### src/rtl/core/bsc_pkg.sv
// Shared types, constants and the step program for the barometric compensation block.
// No dependencies; imported by every module of the block.
`timescale 1ns / 1ps
package bsc_pkg;

	localparam int BSC_FRAC_BITS = 30;
	localparam logic signed [63:0] FX_MAX = 64'sh7FFF_FFFF_FFFF_FFFF;
	localparam int STEP_W = 5;
	localparam int CFG_IDX_W = 3;

	// register indexes of the configuration channel
	localparam logic [CFG_IDX_W-1:0] REG_COEF_0_5   = 3'd0;
	localparam logic [CFG_IDX_W-1:0] REG_COEF_6_11  = 3'd1;
	localparam logic [CFG_IDX_W-1:0] REG_COEF_12_17 = 3'd2;
	localparam logic [CFG_IDX_W-1:0] REG_TEMP_SCALE = 3'd3;
	localparam logic [CFG_IDX_W-1:0] REG_PRESS_SCALE = 3'd4;

	localparam logic [23:0] SCALE_RESET = 24'd524288;
	localparam logic KIND_TEMP = 1'b0;

	typedef enum logic [1:0] {ST_IDLE, ST_ISSUE, ST_WAIT, ST_OUT} state_t;

	typedef enum logic [2:0] {OP_NONE, OP_DIV, OP_MUL, OP_ADD, OP_END} op_t;

	typedef enum logic [4:0] {
		SRC_ZERO, SRC_RAW, SRC_LAST, SRC_T, SRC_P, SRC_ACC, SRC_Q, SRC_TP,
		SRC_C0H, SRC_C1, SRC_C00, SRC_C10, SRC_C01, SRC_C11, SRC_C20, SRC_C21,
		SRC_C30, SRC_C100
	} src_t;

	typedef enum logic [2:0] {DST_T, DST_P, DST_ACC, DST_Q, DST_TP} dst_t;

	typedef struct packed {
		op_t  op;
		src_t a;
		src_t b;
		dst_t dst;
	} cmd_t;

	typedef struct packed {
		logic accept;
		cmd_t cmd;
		logic out_load;
	} ctl_t;

	typedef struct packed {
		logic done;
		logic out_free;
	} stat_t;

	function automatic logic [63:0] mag64(input logic signed [63:0] v);
		mag64 = v[63] ? 64'(-v) : 64'(v);
	endfunction

	function automatic cmd_t mk(input op_t op, input src_t a, input src_t b, input dst_t d);
		cmd_t c;
		c.op = op;
		c.a = a;
		c.b = b;
		c.dst = d;
		mk = c;
	endfunction

	// Step program. ADD always adds the last product to operand a.
	function automatic cmd_t bsc_prog(input logic kind, input logic [STEP_W-1:0] step);
		cmd_t c;
		c = mk(OP_END, SRC_ZERO, SRC_ZERO, DST_ACC);
		if (kind == KIND_TEMP) begin
			unique case (step)
				5'd0: c = mk(OP_DIV, SRC_RAW, SRC_ZERO, DST_T);
				5'd1: c = mk(OP_MUL, SRC_C1, SRC_T, DST_ACC);
				5'd2: c = mk(OP_ADD, SRC_C0H, SRC_ZERO, DST_ACC);
				5'd3: c = mk(OP_MUL, SRC_C100, SRC_ACC, DST_ACC);
				default: c = mk(OP_END, SRC_ZERO, SRC_ZERO, DST_ACC);
			endcase
		end else begin
			unique case (step)
				5'd0:  c = mk(OP_DIV, SRC_LAST, SRC_ZERO, DST_T);
				5'd1:  c = mk(OP_DIV, SRC_RAW, SRC_ZERO, DST_P);
				5'd2:  c = mk(OP_MUL, SRC_P, SRC_C30, DST_ACC);
				5'd3:  c = mk(OP_ADD, SRC_C20, SRC_ZERO, DST_ACC);
				5'd4:  c = mk(OP_MUL, SRC_P, SRC_ACC, DST_ACC);
				5'd5:  c = mk(OP_ADD, SRC_C10, SRC_ZERO, DST_ACC);
				5'd6:  c = mk(OP_MUL, SRC_P, SRC_ACC, DST_ACC);
				5'd7:  c = mk(OP_ADD, SRC_C00, SRC_ZERO, DST_Q);
				5'd8:  c = mk(OP_MUL, SRC_T, SRC_C01, DST_ACC);
				5'd9:  c = mk(OP_ADD, SRC_Q, SRC_ZERO, DST_Q);
				5'd10: c = mk(OP_MUL, SRC_T, SRC_P, DST_ACC);
				5'd11: c = mk(OP_ADD, SRC_ZERO, SRC_ZERO, DST_TP);
				5'd12: c = mk(OP_MUL, SRC_P, SRC_C21, DST_ACC);
				5'd13: c = mk(OP_ADD, SRC_C11, SRC_ZERO, DST_ACC);
				5'd14: c = mk(OP_MUL, SRC_TP, SRC_ACC, DST_ACC);
				5'd15: c = mk(OP_ADD, SRC_Q, SRC_ZERO, DST_ACC);
				5'd16: c = mk(OP_MUL, SRC_C100, SRC_ACC, DST_ACC);
				default: c = mk(OP_END, SRC_ZERO, SRC_ZERO, DST_ACC);
			endcase
		end
		bsc_prog = c;
	endfunction

endpackage

### src/rtl/core/bsc_ctrl.sv
// Controller: walks the step program for the accepted sample and issues commands
// to the datapath. Depends on bsc_pkg.
`timescale 1ns / 1ps
module bsc_ctrl import bsc_pkg::*; (
	input  logic  clk,
	input  logic  arst_n,
	input  logic  in_valid,
	input  logic  in_kind,
	output logic  in_ready,
	input  stat_t st,
	output ctl_t  ctl
);
	state_t              state_q, state_nx;
	logic [STEP_W-1:0]   step_q;
	logic                kind_q;
	cmd_t                cmd;

	assign cmd = bsc_prog(kind_q, step_q);

	// next state
	always_comb begin
		state_nx = state_q;
		unique case (state_q)
			ST_IDLE:  if (in_valid) state_nx = ST_ISSUE;
			ST_ISSUE: state_nx = (cmd.op == OP_END) ? ST_OUT : ST_WAIT;
			ST_WAIT:  if (st.done) state_nx = ST_ISSUE;
			ST_OUT:   if (st.out_free) state_nx = ST_IDLE;
			default:  state_nx = ST_IDLE;
		endcase
	end

	// outputs
	always_comb begin
		in_ready     = (state_q == ST_IDLE);
		ctl.accept   = (state_q == ST_IDLE) && in_valid;
		ctl.cmd      = cmd;
		ctl.out_load = (state_q == ST_OUT) && st.out_free;
		if (!(state_q == ST_ISSUE && cmd.op != OP_END))
			ctl.cmd.op = OP_NONE;
	end

	always_ff @(posedge clk or negedge arst_n) begin
		if (!arst_n) begin
			state_q <= ST_IDLE;
			step_q  <= '0;
			kind_q  <= KIND_TEMP;
		end else begin
			state_q <= state_nx;
			if (ctl.accept) begin
				step_q <= '0;
				kind_q <= in_kind;
			end else if (state_q == ST_WAIT && st.done) begin
				step_q <= step_q + 1'b1;
			end
		end
	end

endmodule

### config.mk
export PLATFORM = sky130hd
export DESIGN_NAME = bsc_ctrl
export DESIGN_NICKNAME = d
export VERILOG_FILES = /design/src/rtl/core/bsc_pkg.sv /design/src/rtl/core/bsc_ctrl.sv
export SDC_FILE = /design/constraint.sdc
export NUM_CORES = 1
export LEC_CHECK = 0
export ABC_CLOCK_PERIOD_IN_PS = 2000
export BUFFER_PORTS_ARGS = -buffer_cell sky130_fd_sc_hd__buf_2
export CAP_MARGIN = 5
export CORE_MARGIN = 3
export CORE_UTILIZATION = 46
export CTS_CLUSTER_DIAMETER = 50
export DETAILED_ROUTE_END_ITERATION = 8
export PLACE_DENSITY = 0.7
export SLEW_MARGIN = 20
export SYNTH_ARGS = -nofsm -noshare
export SYNTH_HDL_FRONTEND = slang
export SYNTH_SLANG_ARGS = --single-unit
export TNS_END_PERCENT = 100
### constraint.sdc
create_clock -name clk -period 2 [get_ports clk]
set_input_delay 0.4 -clock clk [delete_from_list [all_inputs] [get_ports clk]]
set_output_delay 0.4 -clock clk [all_outputs]
set_load 0.02 [all_outputs]
==> impl_metrics.json <==
{
  "cts_tree": "yes",
  "synth-warning-count": 0,
  "h-tree-depth": 1,
  "yosys_register_bits": 8,
  "worst_slack_ns": -0.112,
  "final_util_pct": 79.1,
  "track_usage_pct": 26.3,
  "core_mm2": 0.00180,
  "dr.pass1.iters": 4,
  "power_mw": 2.44,
  "wl_met1_mm": 1.31,
  "critPathBufInv": 4,
  "cp_slowest_stage_delay_ns": 0.39,
  "layout_commonest_cell": "buf_4",
  "critPathLaunchType": "flip-flop",
  "syn_avg_cell_area_um2": 7.89,
  "dieWidth_um": 50.4,
  "path_max_fanout": 8,
  "crit_cells": 7,
  "die-height_um": 50.4,
  "min_path_type": "input port to flip-flop",
  "register_area_um2": 204,
  "peakVddDrop_mv": 1.30,
  "setup_viol_count_final": 10,
  "crit_family": "compound AO/OA/AOI/OAI gates",
  "gp_congestion": 0.915,
  "boundaryPins": 25,
  "tightestPinTransition_ns": 0.536,
  "wl_per_cell_um": 17.6,
  "synth_edf_count": 0,
  "fillers": 125,
  "routed.top_layer": "met4",
  "ff2ff_path_depth": 6,
  "grt_pass1_vias": 1044,
  "powerDensity_mw_per_mm2": 1710,
  "grt_overflow_total": 0,
  "postRouteAntennaNets": 0,
  "drive_gt1_share_pct": 50.3,
  "root_buffer": "clkbuf_4",
  "status": "complete, but fails checks",
  "antenna_found_initial": 0,
  "clock-sinks": 8,
  "maxCapViolCount": 0,
  "async_flop_share_pct": 100,
  "violations": "negative setup slack",
  "cp-end-kind": "output pin",
  "cp_slowest_cell": "dfrtp_1",
  "synth_cells": 115,
  "hpwl_mm": 1.89,
  "clk_pin_slew_ns": 0.06,
  "dpl_cell_area_mm2": 0.00113,
  "syn_area_um2": 907,
  "multiInputGateArea_um2": 718,
  "nets": 176,
  "ys_seq_area_share_pct": 22.1,
  "grt_pass1_wl_mm": 5.05,
  "syn_nets": 128,
  "slew_viol_final": 0,
  "vias": 1107,
  "via_per_inst": 5.95,
  "cellLeakagePower_nw": 0.656,
  "holdPathStages": 3,
  "synthFlopType": "dfrtp_1",
  "arrival_ns": 1.71,
  "finalHoldViolations": 0,
  "fin_crit_sh_pct": 106,
  "syn_to_final_growth_pct": 57.1,
  "fmax_mhz": 473,
  "clockBufferDepth": 2,
  "rsz0062_at_grt": "yes",
  "most-common-layout-cells": "31 x buf_4, 11 x buf_2, 9 x buf_6, 7 x o21ai_0, 6 x o21ai_1",
  "die_area_mm2": 0.00254,
  "clk_latency_ns": 0.26,
  "initial_core_util_pct": 50.3,
  "final_area_mm2": 0.00143,
  "routed_wl_mm": 3.28,
  "fin_crit_ns": 2.11,
  "path_cells": "inv_2, buf_6, ha_4, inv_2, a211o_1, a21oi_2, buf_6",
  "first_iter_violations": 49,
  "num_rows": 15,
  "finClkSkew_ns": 0.0101,
  "numCtsBuffers": 3,
  "io_buffer_count": 23,
  "met2_length_mm": 1.63,
  "timing_worst_setup_path_type": "flip-flop to output pin",
  "antenna_cells": 0,
  "wl_met3_um": 253,
  "grt_max_degree": 17,
  "synth_cell_types": 42,
  "drcViolationCount": 0,
  "crit_required_ns": 1.60,
  "slew_headroom_pct": 63.8
}
cells by family (layout without fill, tap and decap cells):
| group | Yosys count | in the layout | share of synthesized area (%) |
|---|---|---|---|
| AOI/OAI and AO/OA | 37 | 37 | 25.8 |
| and+or+nand+nor | 41 | 41 | 27.0 |
| other | 1 | 1 | 0.413 |
| adders and majority gates | 7 | 7 | 9.65 |
| DFF | 8 | 8 | 22.1 |
| muxes | 3 | 3 | 4.83 |
| buffers and inverters | 18 | 64 | 10.2 |
state kept, by name, summed over array words and instances, names as in the netlist:
register	count
kind_q	1
step_q	5
state_q	2
metal layers:
layer | vias up | track usage (%)
met2 | 66 | 44.1
met1 | 517 | 32.5
met5 | - | 0
met3 | 12 | 4.15
met4 | 0 | 12.6
li1 | 512 | -
cells in the mapped netlist, drive strengths merged (3+ instances only):
library cell,instances,area share (%)
a21oi,6,3.3
and3,5,3.4
buf,8,6.1
dfrtp,8,22
ha,7,9.7
inv,8,3.3
nand2,5,2.1
nand2b,5,3.4
nand3,4,2.2
nor2,6,2.5
o21ai,14,7.7
or3,3,2.1
final timing paths:
kind                                   startpoint                     end  slack [ns]
max                         step_q[1]$_DFFE_PN0P_                 ctl[11]       -0.11
min                                       in_kind      kind_q$_DFFE_PN0P_        0.34
max reg2reg                 step_q[1]$_DFFE_PN0P_  state_q[0]$_DFFE_PN0P_        0.25
min reg2reg                state_q[0]$_DFFE_PN0P_  state_q[1]$_DFFE_PN0P_        0.62
max in group asynchronous                  arst_n   step_q[3]$_DFFE_PN0P_        1.30
min in group asynchronous                  arst_n   step_q[2]$_DFFE_PN0P_        0.52
through the flow:
step | TNS, ns | hold WS, ns | cells | setup WS, ns
6_report | -0.626 | 0.344 | 186 | -0.112
2_1_floorplan | 0 | 0.104 | 115 | 0.00308
3_3_place_gp | 0 | 0.249 | 169 | 0.110
5_1_grt | -1.41 | 0.367 | 186 | -0.209
4_1_cts | -0.362 | 0.343 | 183 | -0.106
3_5_place_dp | 0 | 0.250 | 169 | 0.0741
power breakdown:
part           leakage [nW]  switching [mW]  internal, mW
Combinational         0.542            1.05         0.955
Clock                0.0138          0.0537        0.0686
Sequential           0.0997          0.0934         0.219
layout make-up:
cell class	instances	share of cell area (%)
Timing Repair Buffer	53	29.4
Clock buffer	3	1.58
Inverter	8	2.11
Sequential cell	8	14.3
Multi-Input combinational cell	89	50.4
Tap cell	25	2.19
worst reg2reg max path: stages, from the launching register on:
cell and delay (ns):
dfrtp_1 0.37, inv_2 0.08, buf_6 0.13, ha_4 0.19, buf_6 0.13, o41ai_1 0.54
a221o_1 0.25
repair_timing:
action | 4_1_cts | 5_1_grt
pin swaps | 7 | 7
hold endpoints to repair | 8 | 0
resized for setup | 34 | 18
endpoints found under the setup margin | 13 | 13
hold buffers | 1 | 0
setup buffers | 10 | 3
Power figures use the tool's default switching activity.
